<file path="src/hw/rtl/nrs_pkg.sv">
`timescale 1ns / 1ps
// ----------------------------------------------------------------------------
// nrs_pkg: shared types and constants for nearest_rational_strength
// Controller states, command and status words between controller and datapath,
// register map and reset values.
// ----------------------------------------------------------------------------
package nrs_pkg;

  localparam int FRACTION_BITS_DEF = 16;
  localparam int DEN_W             = 8;
  localparam int ADDR_W            = 3;
  localparam int DATA_W            = 32;

  localparam logic [DEN_W-1:0] MAX_DEN_RESET = 8'd6;

  // Register word index taken from paddr[2]
  localparam logic REG_MAX_DEN = 1'b0;

  typedef enum logic [3:0] {
    ST_IDLE,
    ST_WALK,
    ST_DIST,
    ST_MUL_C,
    ST_CMP_C,
    ST_MUL_B,
    ST_CMP_B,
    ST_DIV,
    ST_DONE
  } nrs_state_t;

  typedef struct packed {
    logic load;
    logic step;
    logic measure;
    logic mul_c;
    logic cmp_c;
    logic mul_b;
    logic cmp_b;
    logic div_step;
    logic out_load;
  } nrs_cmd_t;

  typedef struct packed {
    logic walk_end;
    logic div_last;
  } nrs_status_t;

endpackage

</file>
<file path="src/hw/rtl/nearest_rational_strength.sv">
`timescale 1ns / 1ps
// ----------------------------------------------------------------------------
// nearest_rational_strength: nearest bounded-denominator rational of a beat
// Finds the rational p/q, q <= max_denominator, closest to a beat position
// and returns q with its strength 2^F / q.
// ----------------------------------------------------------------------------
// Usage:
//   Input channel beat_valid/beat_ready carries one word: beat_pos, unsigned
//   Q1.F with 2^F meaning 1.0; larger values clamp to 1.0.
//   Output channel result_valid/result_ready carries denominator and strength.
//   One result word leaves for every input word, in order.
//   The sequencer runs the Stern-Brocot mediant walk (at most
//   max_denominator - 1 steps, one per cycle), the distance compare and the
//   bit-serial reciprocal divider, which forms F + 1 quotient bits. One word
//   is in flight at a time: a new word is accepted only once the last result
//   has been loaded into the output register.
//   The output register lets the next word be accepted while a result
//   waits; if the receiver stalls, the finished result holds in the done
//   state until the output register frees.
//   Reset clears the sequencer and the output valid, and sets
//   max_denominator to 6. Write max_denominator (APB, address 0) only while
//   the block is idle; a value of 0 behaves like 1.
// ----------------------------------------------------------------------------
module nearest_rational_strength #(
  parameter int FRACTION_BITS = nrs_pkg::FRACTION_BITS_DEF
) (
  input  logic                          clk,
  input  logic                          rst,
  // APB configuration port
  input  logic                          psel,
  input  logic                          penable,
  input  logic                          pwrite,
  input  logic [nrs_pkg::ADDR_W-1:0]    paddr,
  input  logic [nrs_pkg::DATA_W-1:0]    pwdata,
  output logic [nrs_pkg::DATA_W-1:0]    prdata,
  output logic                          pready,
  // input words
  input  logic                          beat_valid,
  output logic                          beat_ready,
  input  logic [FRACTION_BITS:0]        beat_pos,
  // result words
  output logic                          result_valid,
  input  logic                          result_ready,
  output logic [nrs_pkg::DEN_W-1:0]     denominator,
  output logic [FRACTION_BITS:0]        strength
);

  logic [nrs_pkg::DEN_W-1:0] max_den;
  logic                      cfg_wr;
  nrs_pkg::nrs_cmd_t         cmd;
  nrs_pkg::nrs_status_t      status;

  // APB: zero wait states, register selected by word address bit
  assign pready = 1'b1;
  assign cfg_wr = psel && penable && pwrite && pready;

  always_ff @(posedge clk) begin
    if (rst) begin
      max_den <= nrs_pkg::MAX_DEN_RESET;
    end else if (cfg_wr && (paddr[2] == nrs_pkg::REG_MAX_DEN)) begin
      max_den <= pwdata[nrs_pkg::DEN_W-1:0];
    end
  end

  always_comb begin
    prdata = '0;
    if (paddr[2] == nrs_pkg::REG_MAX_DEN) begin
      prdata = {{(nrs_pkg::DATA_W - nrs_pkg::DEN_W){1'b0}}, max_den};
    end
  end

  // Sequencer: walk, compare, divide, present
  nrs_ctrl u_ctrl (
    .clk          (clk),
    .rst          (rst),
    .beat_valid   (beat_valid),
    .beat_ready   (beat_ready),
    .result_valid (result_valid),
    .result_ready (result_ready),
    .status       (status),
    .cmd          (cmd)
  );

  // Bounds, shared cross-product multiplier, divider and output register
  nrs_dp #(
    .FRACTION_BITS (FRACTION_BITS)
  ) u_dp (
    .clk         (clk),
    .beat_pos    (beat_pos),
    .max_den     (max_den),
    .cmd         (cmd),
    .status      (status),
    .denominator (denominator),
    .strength    (strength)
  );

endmodule

</file>
<file path="src/hw/rtl/nrs_ctrl.sv">
`timescale 1ns / 1ps
// ----------------------------------------------------------------------------
// nrs_ctrl: sequencer for the mediant walk, compare and reciprocal
// Steps the datapath through one word at a time and owns the handshakes.
// ----------------------------------------------------------------------------
module nrs_ctrl (
  input  logic                clk,
  input  logic                rst,
  input  logic                beat_valid,
  output logic                beat_ready,
  output logic                result_valid,
  input  logic                result_ready,
  input  nrs_pkg::nrs_status_t status,
  output nrs_pkg::nrs_cmd_t   cmd
);

  nrs_pkg::nrs_state_t state;
  nrs_pkg::nrs_state_t state_next;
  logic                out_space;

  assign out_space = !result_valid || result_ready;

  always_ff @(posedge clk) begin
    if (rst) begin
      state        <= nrs_pkg::ST_IDLE;
      result_valid <= 1'b0;
    end else begin
      state <= state_next;
      if (cmd.out_load) begin
        result_valid <= 1'b1;
      end else if (result_ready) begin
        result_valid <= 1'b0;
      end
    end
  end

  always_comb begin
    state_next = state;
    case (state)
      nrs_pkg::ST_IDLE:  if (beat_valid) state_next = nrs_pkg::ST_WALK;
      nrs_pkg::ST_WALK:  if (status.walk_end) state_next = nrs_pkg::ST_DIST;
      nrs_pkg::ST_DIST:  state_next = nrs_pkg::ST_MUL_C;
      nrs_pkg::ST_MUL_C: state_next = nrs_pkg::ST_CMP_C;
      nrs_pkg::ST_CMP_C: state_next = nrs_pkg::ST_MUL_B;
      nrs_pkg::ST_MUL_B: state_next = nrs_pkg::ST_CMP_B;
      nrs_pkg::ST_CMP_B: state_next = nrs_pkg::ST_DIV;
      nrs_pkg::ST_DIV:   if (status.div_last) state_next = nrs_pkg::ST_DONE;
      nrs_pkg::ST_DONE:  if (out_space) state_next = nrs_pkg::ST_IDLE;
      default:           state_next = nrs_pkg::ST_IDLE;
    endcase
  end

  always_comb begin
    cmd        = '0;
    beat_ready = 1'b0;
    case (state)
      nrs_pkg::ST_IDLE: begin
        beat_ready = 1'b1;
        cmd.load   = beat_valid;
      end
      nrs_pkg::ST_WALK:  cmd.step     = !status.walk_end;
      nrs_pkg::ST_DIST:  cmd.measure  = 1'b1;
      nrs_pkg::ST_MUL_C: cmd.mul_c    = 1'b1;
      nrs_pkg::ST_CMP_C: cmd.cmp_c    = 1'b1;
      nrs_pkg::ST_MUL_B: cmd.mul_b    = 1'b1;
      nrs_pkg::ST_CMP_B: cmd.cmp_b    = 1'b1;
      nrs_pkg::ST_DIV:   cmd.div_step = 1'b1;
      nrs_pkg::ST_DONE:  cmd.out_load = out_space;
      default:           cmd          = '0;
    endcase
  end

endmodule

</file>
<file path="src/hw/rtl/nrs_dp.sv">
`timescale 1ns / 1ps
// ----------------------------------------------------------------------------
// nrs_dp: mediant walk, distance compare and reciprocal datapath
// Holds the bounds, one shared multiplier, a restoring divider and the
// output word register.
// ----------------------------------------------------------------------------
module nrs_dp #(
  parameter int FRACTION_BITS = nrs_pkg::FRACTION_BITS_DEF
) (
  input  logic                           clk,
  input  logic [FRACTION_BITS:0]         beat_pos,
  input  logic [nrs_pkg::DEN_W-1:0]      max_den,
  input  nrs_pkg::nrs_cmd_t              cmd,
  output nrs_pkg::nrs_status_t           status,
  output logic [nrs_pkg::DEN_W-1:0]      denominator,
  output logic [FRACTION_BITS:0]         strength
);

  localparam int DW  = nrs_pkg::DEN_W;
  localparam int XW  = FRACTION_BITS + 1;
  localparam int PW  = FRACTION_BITS + DW;   // x * den and num << F
  localparam int PRW = PW + DW;              // distance * den
  localparam int CW  = $clog2(FRACTION_BITS + 1);

  localparam logic [XW-1:0] ONE = {1'b1, {FRACTION_BITS{1'b0}}};

  logic [XW-1:0] x_sat;
  logic [DW-1:0] na, da, nb, db, nc, dc;
  logic [PW-1:0] xa, xb, xc;
  logic          c_valid;

  logic [PW-1:0] na_sh, nb_sh, nc_sh;
  logic [DW:0]   den_sum;
  logic [DW-1:0] num_sum;
  logic [PW-1:0] xc_w, nsum_sh;
  logic          go_low;
  logic          walk_end;
  logic          div_last;

  logic [PW-1:0]  dist_a, dist_b, dist_c;
  logic [PW-1:0]  mul_lhs;
  logic [DW-1:0]  mul_rhs;
  logic [PRW-1:0] mul_out, prod;
  logic           mul_lt;
  logic           closer_c;

  logic [DW-1:0] choice;
  logic [DW-1:0] rem;
  logic [XW-1:0] quot;
  logic [CW-1:0] cnt;
  logic [DW:0]   rsh, rdiff;
  logic          r_ge;

  assign x_sat = (beat_pos > ONE) ? ONE : beat_pos;

  // ---- walk ----
  assign na_sh   = {na, {FRACTION_BITS{1'b0}}};
  assign nb_sh   = {nb, {FRACTION_BITS{1'b0}}};
  assign nc_sh   = {nc, {FRACTION_BITS{1'b0}}};
  assign den_sum = {1'b0, da} + {1'b0, db};
  assign num_sum = na + nb;
  assign xc_w    = xa + xb;
  assign nsum_sh = {num_sum, {FRACTION_BITS{1'b0}}};
  assign go_low  = xc_w < nsum_sh;

  assign walk_end = (na_sh == xa) || (den_sum > {1'b0, max_den});
  assign status   = {walk_end, div_last};

  // xa, xb and xc track x times the matching denominator
  always_ff @(posedge clk) begin
    if (cmd.load) begin
      na      <= '0;
      da      <= DW'(1);
      nb      <= DW'(1);
      db      <= DW'(1);
      nc      <= '0;
      dc      <= DW'(1);
      xa      <= {{(PW-XW){1'b0}}, x_sat};
      xb      <= {{(PW-XW){1'b0}}, x_sat};
      xc      <= '0;
      c_valid <= 1'b0;
    end else if (cmd.step) begin
      nc      <= num_sum;
      dc      <= den_sum[DW-1:0];
      xc      <= xc_w;
      c_valid <= 1'b1;
      if (go_low) begin
        nb <= num_sum;
        db <= den_sum[DW-1:0];
        xb <= xc_w;
      end else begin
        na <= num_sum;
        da <= den_sum[DW-1:0];
        xa <= xc_w;
      end
    end
  end

  // ---- scaled distances ----
  always_ff @(posedge clk) begin
    if (cmd.measure) begin
      dist_a <= (na_sh >= xa) ? (na_sh - xa) : (xa - na_sh);
      dist_b <= (nb_sh >= xb) ? (nb_sh - xb) : (xb - nb_sh);
      dist_c <= (nc_sh >= xc) ? (nc_sh - xc) : (xc - nc_sh);
    end
  end

  // ---- shared multiplier: one cross product per cycle ----
  always_comb begin
    mul_lhs = dist_a;
    mul_rhs = db;
    if (cmd.mul_c) begin
      mul_lhs = dist_c;
      mul_rhs = da;
    end else if (cmd.cmp_c) begin
      mul_rhs = dc;
    end else if (cmd.mul_b) begin
      mul_lhs = dist_b;
      mul_rhs = da;
    end
  end

  assign mul_out = {{DW{1'b0}}, mul_lhs} * {{PW{1'b0}}, mul_rhs};
  assign mul_lt  = prod < mul_out;

  always_ff @(posedge clk) begin
    if (cmd.mul_c || cmd.mul_b) begin
      prod <= mul_out;
    end
    if (cmd.cmp_c) begin
      closer_c <= c_valid && mul_lt;
    end
    if (cmd.cmp_b) begin
      // upper bound wins over the mediant; ties keep the lower bound
      choice <= mul_lt ? db : (closer_c ? dc : da);
    end
  end

  // ---- restoring divider: 2^F / choice, one quotient bit per cycle ----
  assign rsh   = {rem, (cnt == CW'(FRACTION_BITS))};
  assign rdiff = rsh - {1'b0, choice};
  assign r_ge  = rsh >= {1'b0, choice};

  assign div_last = (cnt == '0);

  always_ff @(posedge clk) begin
    if (cmd.cmp_b) begin
      rem  <= '0;
      quot <= '0;
      cnt  <= CW'(FRACTION_BITS);
    end else if (cmd.div_step) begin
      rem  <= r_ge ? rdiff[DW-1:0] : rsh[DW-1:0];
      quot <= {quot[XW-2:0], r_ge};
      cnt  <= cnt - CW'(1);
    end
  end

  // ---- output word register ----
  always_ff @(posedge clk) begin
    if (cmd.out_load) begin
      denominator <= choice;
      strength    <= quot;
    end
  end

endmodule
</file>
<file path="config.mk">
export PLATFORM = sky130hd
export DESIGN_NAME = nearest_rational_strength
export DESIGN_NICKNAME = d
export VERILOG_FILES = /design/src/hw/rtl/nrs_pkg.sv /design/src/hw/rtl/nearest_rational_strength.sv /design/src/hw/rtl/nrs_ctrl.sv /design/src/hw/rtl/nrs_dp.sv
export SDC_FILE = /design/constraint.sdc
export NUM_CORES = 1
export LEC_CHECK = 0
export BUFFER_PORTS_ARGS = -buffer_cell sky130_fd_sc_hd__buf_4
export CAP_MARGIN = 0
export CORE_MARGIN = 2
export CORE_UTILIZATION = 42
export CTS_BUF_LIST = sky130_fd_sc_hd__clkbuf_8 sky130_fd_sc_hd__clkbuf_16
export CTS_CLUSTER_SIZE = 14
export DETAILED_ROUTE_END_ITERATION = 16
export MAX_ROUTING_LAYER = met4
export PLACE_DENSITY_LB_ADDON = 0.1
export SYNTH_ARGS = -nofsm -noshare
export SYNTH_HDL_FRONTEND = slang
export SYNTH_HIERARCHICAL = 1
export SYNTH_SLANG_ARGS = --single-unit
export TNS_END_PERCENT = 30
</file>
<file path="constraint.sdc">
create_clock -name clk -period 12.3 [get_ports clk]
set_input_delay 3.075 -clock clk [delete_from_list [all_inputs] [get_ports clk]]
set_output_delay 3.075 -clock clk [all_outputs]
set_load 0.1 [all_outputs]
</file>
# Word-level counts from Yosys, hierarchy flattened
# Cells that the tools add are included.
word_totals:
  regBits: 302
  output_inout_bits: 60
  word_cells: 119
classes:
  addsub: 11
  multipliers: 1
  order_cmp: 8
  n_eq_ne: 15
  n_mux: 37
  bitwise_logic: 2
  n_reduce_logical: 19
op_table:
  columns: ["op", "n"]
  rows:
  - ["2-to-1 mux 24 bit", 6]
  - ["subtractor 24 bit", 6]
  - ["2-to-1 mux 17 bit", 7]
  - ["greater-or-equal comparator 24 bit", 3]
  - ["2-to-1 mux 8 bit", 7]
  - ["one-hot mux 4 bit (9 select lines)", 1]
  - ["less-than comparator 32 bit", 1]
  - ["multiplier 24 x 8 -> 32 bit", 1]
  - ["adder 24 bit", 1]
  - ["equality test 24 bit", 1]
  - ["less-than comparator 24 bit", 1]
  - ["greater-than comparator 17 bit (second input constant)", 1]
  - ["equality test 4 x 3 -> 1 bit (second input constant)", 4]
  - ["2-to-1 mux 4 bit", 4]
  - ["2-to-1 mux 1 bit", 12]
  - ["adder 8 x 8 -> 9 bit", 1]
  - ["greater-or-equal comparator 9 x 8 -> 1 bit", 1]
  - ["greater-than comparator 9 x 8 -> 1 bit", 1]
  - ["adder 8 bit", 1]
  - ["equality test 4 x 2 -> 1 bit (second input constant)", 2]
  - ["AND reduction 2 bit", 4]
  - ["subtractor 8 bit", 1]
  - ["inequality test 2 x 1 -> 1 bit (second input constant)", 3]
  - ["nonzero test 2 bit", 3]
  - ["12 further kinds", 20]

# Longest topological paths before layout
# Gate-level depths: netlist of run 1.
depth:
  depth_word: 8
  ltp_mapped: 38
  mapped_depth_nobuf: 33

# By module
# The synthesis of run 1 kept the hierarchy.
by_module_without_submodules:
  columns: ["mod", "instances", "cells_each", "area_each_um2", "seq_area_each_um2"]
  rows:
  - ["nrs_dp", 1, 2380, 22590.4, 7507.2]
  - ["nearest_rational_strength", 1, 70, 620.6, 160.2]
  - ["nrs_ctrl", 1, 43, 360.3, 100.1]

# Least setup slack after synthesis of run 1
# Ideal clock, no wire load.
synth_path:
  path_type: "reg-to-reg"
  from: "register u_ctrl.state[0]"
  to: "register u_dp.choice[0], data pin"
  setup_time_ns: 0.263
  t_arrival_ns: 8.121
  required_time_ns: 12.037
  path_slack_ns: 3.916
  path_stages_with_launch: 33
  n_path_buf: 4
  synth_period_minus_slack_ns: 8.384
  cell_sequence: "dfxtp_1 > clkbuf_1 > nand2_1 > nor3_1 > nor2b_1 > buf_4 > clkbuf_1 > mux2i_1 > nor2_1 > a21oi_1 > nor2_1 > fa_1 > fa_1 > fa_1 > inv_1 > fa_1 > inv_1 > ha_1 > a2111oi_0 > o21ai_1 > a2111oi_2 > o21ai_1 > a21oi_1 > nand3b_1 > a31oi_1 > xor2_1 > ha_1 > nand4_1 > nor3_1 > clkbuf_1 > nand2_1 > a21oi_1 > nor3_1"
synth_rtl:
  columns: ["item", "line_no", "rtl"]
  rows:
  - ["start: declaration", "nrs_ctrl.sv:17", "nrs_pkg::nrs_state_t state;"]
  - ["start signal: assignment", "nrs_ctrl.sv:25", "state <= nrs_pkg::ST_IDLE;"]
  - ["start signal: assignment", "nrs_ctrl.sv:28", "state <= state_next;"]
  - ["end signal: assignment", "nrs_dp.sv:135", "choice <= mul_lt ? db : (closer_c ? dc : da);"]
  - ["end: declaration", "nrs_dp.sv:47", "logic [DW-1:0] choice;"]

==> flow_summary.yaml, run 1 <==
cts:
  cts_tree: "done"
  cts.repair.resized: 0
  cts_buffer_depth: 3
  cts_buffers: 39
  root_buffer: "clkbuf_16"
  cts_setup_buffers: 0
  cts.htree.levels: 2
  ctsHoldBuffers: 0
  clk_pin_slew_ns: 0.06
  clock_sinks: 302
  clock_latency_ns: 0.57
floorplan:
  die_h_um: 240.9
  num_rows: 86
  die_x_um: 240.9
  core-area_um2: 55310
  start_util_pct: 42.62
  die_area_um2: 58030
  io_pins: 119
power_and_ir_drop:
  p_leak_nw: 11.29
  irDropWorstVdd_mv: 0.1959
  power_density_nw_per_um2: 313.8
  finalPower_mw: 8.188
timing:
  setup_tns_ns: 0
  clock.fmax_mhz: 99.22
  worstMarginPinSlew_ns: 1.165
  holdWs_ns: 0.4253
  clock-skew-final_ns: 0.03747
  fin_crit_ns: 10.08
  final-setup-viol-count: 0
  finalMaxSlewViolations: 0
  rsz0062_at_grt: "no"
  maxSlewHeadroom_pct: 22.13
  hold_violations: 0
  setup_ws_ns: 2.221
  finalCritPeriodShare_pct: 81.94
setup_path:
  cp_slowest_cell: "nor3_2"
  timing.rr.start: "u_ctrl/state[0]"
  cpLargestDelayFamily: "simple AND/OR/NAND/NOR gates"
  max_stage_delay_ns: 0.84
  crit_buf_inv: 2
  critical_path_required_ns: 12.61
  crit_fanout: 17
  r2r-end: "u_dp/choice[5]"
  reg2reg_depth: 28
  crit_end: "u_dp/choice[5]"
  startpoint: "u_ctrl/state[0]"
  worst_setup_path_start_kind: "flop"
  arrival_ns: 10.39
  r2r_slack_ns: 2.22
  endpoint_kind: "flop"
  path_class: "reg -> reg"
  crit_path_frequent_cell: "fa_1"
  path_depth: 28
detailed_routing:
  drtIter0Drc: 878
  vias: 17280
  viasPerCell: 5.211
  wl_per_cell_um: 17.03
  drt_first_pass_iters: 5
  wirelength_um: 56460
  drc: 0
  ant_nets: 0
global_routing:
  grt_pass1_vias: 17210
  grt_util_all_layers_pct: 20.13
  grt_max_degree: 73
  antenna_found_initial: 0
  grt_pass1_wl_um: 89920
  grt.overflow.total: 0
placement:
  io_buffers: 67
  post-place-ws_ns: 2.148
  dp_hpwl_um: 42760
  place_congestion: 0.8991
logic_synthesis:
  yosysWarnings: 6
  yosysMostFrequentCell: "nor2_1"
  async_flop_share_pct: 0
  synth.top_cell.area_share_pct: 21.91
  synthTopCellsByCount: "342 x nor2_1, 297 x inv_1, 190 x ha_1"
  avgSynthCellArea_um2: 9.455
  netlist_area_um2: 23570
  ys_types: 91
  ys_ff_latch: 302
  syn_inst: 2493
  synth_edf_count: 172
  synth_top_flop_cell: "edfxtp_1"
  seq_area_frac_synth_pct: 32.95
  synth.area.top_cells: "edfxtp_1 22%, fa_1 12%, dfxtp_1 11%"
  yosysTopAreaCell: "edfxtp_1"
min_path:
  hp-start: "u_dp/choice[2]"
  min_path_type: "reg -> reg"
cells_and_area:
  diodes: 0
  multi_input_area_um2: 14230
  area_delta_synth_final_pct: 10.71
  filler_cell_count: 5390
  nets: 2925
  seqCellArea_um2: 7767
  final_layout_size_suffix_gt1_share_pct: 8.139
outcome:
  status: "finished, final reports clean"
job:
  drv_cap: 0
==> where the power goes <==
part           internal, mW  switching [mW]
Sequential             1.63           0.221
Combinational          1.97            3.20
Clock                 0.721           0.454
==> layer usage <==
| metal | wire length, µm | track usage (%) | vias up |
|---|---|---|---|
| met1 | 27030 | 26.53 | 8330 |
| met5 | 0 | - | - |
| met3 | 1863 | 2.448 | 79 |
| li1 | - | - | 8571 |
| met2 | 26200 | 32.50 | 301 |
| met4 | 1361 | 6.079 | 0 |
==> area by class of cell <==
class,count,share of cell area [%]
sequential,302,29.76
clock buffer,47,4.205
tap,748,3.586
multi-input combinational,1805,54.55
timing repair buffer,92,2.647
inverter,297,4.272
clock inverter,25,0.9781
==> cell families after synthesis <==
| family | share of synthesized area, % |
|---|---|
| muxes | 5.414 |
| and+or+nand+nor | 13.89 |
| buffers and inverters | 7.261 |
| DFF | 32.95 |
| xor gates and xnor gates | 5.276 |
| other | 0.03186 |
| adders and majority gates | 21.89 |
| AOI/OAI and AO/OA | 13.29 |
==> flip-flops by register name (all words and copies together) (netlist names), 17 cells and up <==
signal	count
u_dp/xa	24
u_dp/xc	24
u_dp/strength	17
u_dp/dist_b	24
u_dp/quot	17
u_dp/dist_a	24
u_dp/dist_c	24
u_dp/xb	24
u_dp/prod	32
==> how the worst min path moves through the flow <==
stage / end / slack, ns / cells after the start
2_1_floorplan: u_dp/strength[16] / 0.41 / 0
3_3_place_gp: u_dp/strength[16] / 0.42 / 0
5_1_grt: u_dp/denominator[2] / 0.44 / 0
3_5_place_dp: u_dp/strength[16] / 0.42 / 0
6_report: u_dp/denominator[2] / 0.43 / 0
4_1_cts: u_dp/denominator[2] / 0.42 / 0
==> per-stage QoR <==
stage / cell area (µm²) / utilization [%] / cells
global route: 26100 / 47.18 / 3316
detailed placement: 24740 / 44.74 / 3244
CTS: 26100 / 47.18 / 3316
global placement: 24740 / 44.74 / 3244
floorplan: 23660 / - / 2516
finish: 26100 / 47.18 / 3316
==> cell usage in the layout (no fill, tap or decap), types with 40 or more instances in the layout <==
master     instances
nor2_1           339
inv_1            307
ha_1             190
edfxtp_1         172
fa_1             139
a21oi_1          138
dfxtp_1          130
mux2i_1          123
nand2_1          122
xnor2_1          103
buf_4             92
o21ai_0           83
a21o_1            59
nand2b_1          54
clkbuf_16         40
(Power assumes the default switching activity.)
==> run 2, diff against run 1 <==
- clock period: 12.3 -> 9.2 ns (I/O delays scaled with it)
==> run 2 against run 1 <==
Effect of this change: non-clock buffer count rose by 31; highest routed layer unchanged; register-to-register slack worse by 1.7 ns; sequential share of layout area is 0.19 points lower; critical endpoint is now u_dp/choice[0]; wire length rose by 1.5%.
==> flow_summary.yaml, run 2 (same netlist as run 1, synthesis figures left out) <==
cts:
  clock_sinks: 302
  cts.htree.levels: 2
  cts_buffer_depth: 3
  cts_buffers: 38
  cts_setup_buffers: 0
  root_buffer: "clkbuf_16"
  cts_tree: "done"
  cts.repair.resized: 0
  clk_pin_slew_ns: 0.06
  clock_latency_ns: 0.56
  ctsHoldBuffers: 0
timing:
  finalCritPeriodShare_pct: 93.93
  rsz0062_at_grt: "no"
  fin_crit_ns: 8.641
  maxSlewHeadroom_pct: 22.81
  hold_violations: 0
  setup_tns_ns: 0
  worstMarginPinSlew_ns: 1.155
  finalMaxSlewViolations: 0
  clock.fmax_mhz: 115.7
  final-setup-viol-count: 0
  clock-skew-final_ns: 0.02254
placement:
  io_buffers: 67
  place_congestion: 0.8785
  dp_hpwl_um: 43510
  place_area_um2: 25000
floorplan:
  die_h_um: 240.9
  die_x_um: 240.9
  core-area_um2: 55310
  num_rows: 86
  die_area_um2: 58030
  io_pins: 119
  start_util_pct: 42.62
cells_and_area:
  diodes: 0
  final_common_cell: "nor2_1"
  largest_reg_flops: 32
  seqCellArea_um2: 7769
  multi_input_area_um2: 14270
  layout_common_cells: "339 x nor2_1, 305 x inv_1, 190 x ha_1"
  regMostFlops: "u_dp/prod"
  final_area_um2: 26270
  area_delta_synth_final_pct: 11.43
  final_layout_size_suffix_gt1_share_pct: 9.245
  nets: 2955
  filler_cell_count: 5322
setup_path:
  timing.rr.start: "u_ctrl/state[2]"
  critical_path_required_ns: 9.50
  path_class: "reg -> reg"
  max_stage_delay_ns: 0.59
  cp_slowest_cell: "fa_1"
  endpoint_kind: "flop"
  crit_path_frequent_cell: "fa_1"
  crit_fanout: 23
  arrival_ns: 8.94
  worst_setup_path_start_kind: "flop"
  startpoint: "u_ctrl/state[2]"
global_routing:
  grt_util_all_layers_pct: 20.51
  grt.overflow.total: 0
  grt_pass1_vias: 17340
  grt_max_degree: 73
  grt_pass1_wl_um: 91380
  antenna_found_initial: 1
detailed_routing:
  ant_nets: 0
  drt_first_pass_iters: 6
  drc: 0
  wirelength_um: 57310
  wl_per_cell_um: 17.14
  met2_length_um: 26430
  m1WireLength_um: 27200
  route.met3.wl_um: 2138
  viasPerCell: 5.185
  drtIter0Drc: 912
  vias: 17340
  topRoutingLayerUsed: "met4"
power_and_ir_drop:
  clkPwrFrac_pct: 13.4
  intPower_mw: 5.771
  power_frac_seq_pct: 22.5
  combPwrFrac_pct: 64.1
  switchingPower_mw: 5.229
  p_leak_nw: 11.38
  irDropWorstVdd_mv: 0.3094
  power_density_nw_per_um2: 418.8
  swShare_pct: 47.54
min_path:
  min_path_type: "reg -> reg"
  hp-start: "u_dp/quot[16]"
outcome:
  status: "finished, final reports clean"
job:
  drv_cap: 0
-- run 2: cell types whose count changed in the layout (fill, tap and decap cells not counted), moves of 3 or more --
cell      previous run  this run
buf_4               92       121
clkbuf_8             7         3
clkinv_1             1         5
inv_6                0         3
-- run 2: layout make-up --
cell class / instances / share of cell area [%]
timing repair buffer: 123 / 3.611
multi-input combinational: 1805 / 54.31
clock buffer: 41 / 3.777
clock inverter: 28 / 0.9146
sequential: 302 / 29.58
inverter: 297 / 4.244
tap: 748 / 3.563
-- run 2: metrics by stage --
stage          util [%]  cells  hold WS (ns)  total power [mW]  setup WS [ns]
6_report          47.49   3344        0.4319             11.00         0.5586
5_1_grt           47.49   3344        0.4414             11.99        0.02300
4_1_cts           47.43   3344        0.4330             11.08         0.3356
3_5_place_dp      45.20   3275        0.4191             9.539         0.3788
3_3_place_gp      45.20   3275        0.4160             9.400         0.4696
2_1_floorplan         -   2516        0.4076             7.687         0.8157
-- run 2: path summary, 6_finish.rpt --
kind                       endpoint  slack (ns)  depth (start not counted)
hold reg to reg   u_dp/strength[16]        0.43                          0
setup / recovery     u_dp/choice[0]        0.56                         31
setup reg to reg     u_dp/choice[0]        0.56                         31
hold / removal    u_dp/strength[16]        0.43                          0
-- run 2: worst max-delay path: cells and delay by family, from the launching register on --
kind	cells	cell delay, ns
xor gates and xnor gates	1	0.22
AOI/OAI and AO/OA	7	1.79
adders and majority gates	6	2.69
buffers and inverters	6	0.96
and+or+nand+nor	11	2.20
DFF	1	0.50
-- run 2: power by group through the flow --
stage	clock network, mW	registers, mW	logic [mW]
6_report	1.48	2.48	7.05
5_1_grt	1.58	2.52	7.89
4_1_cts	1.53	2.47	7.08
3_5_place_dp	0	2.50	7.04
3_3_place_gp	0	2.48	6.91
2_1_floorplan	0	2.40	5.29
-- run 2: layer usage --
| metal | GRT usage, % | vias to the layer above |
|---|---|---|
| met1 | 27.00 | 8288 |
| met5 | - | - |
| met3 | 2.676 | 90 |
| met2 | 32.95 | 344 |
| li1 | - | 8615 |
| met4 | 6.379 | 0 |
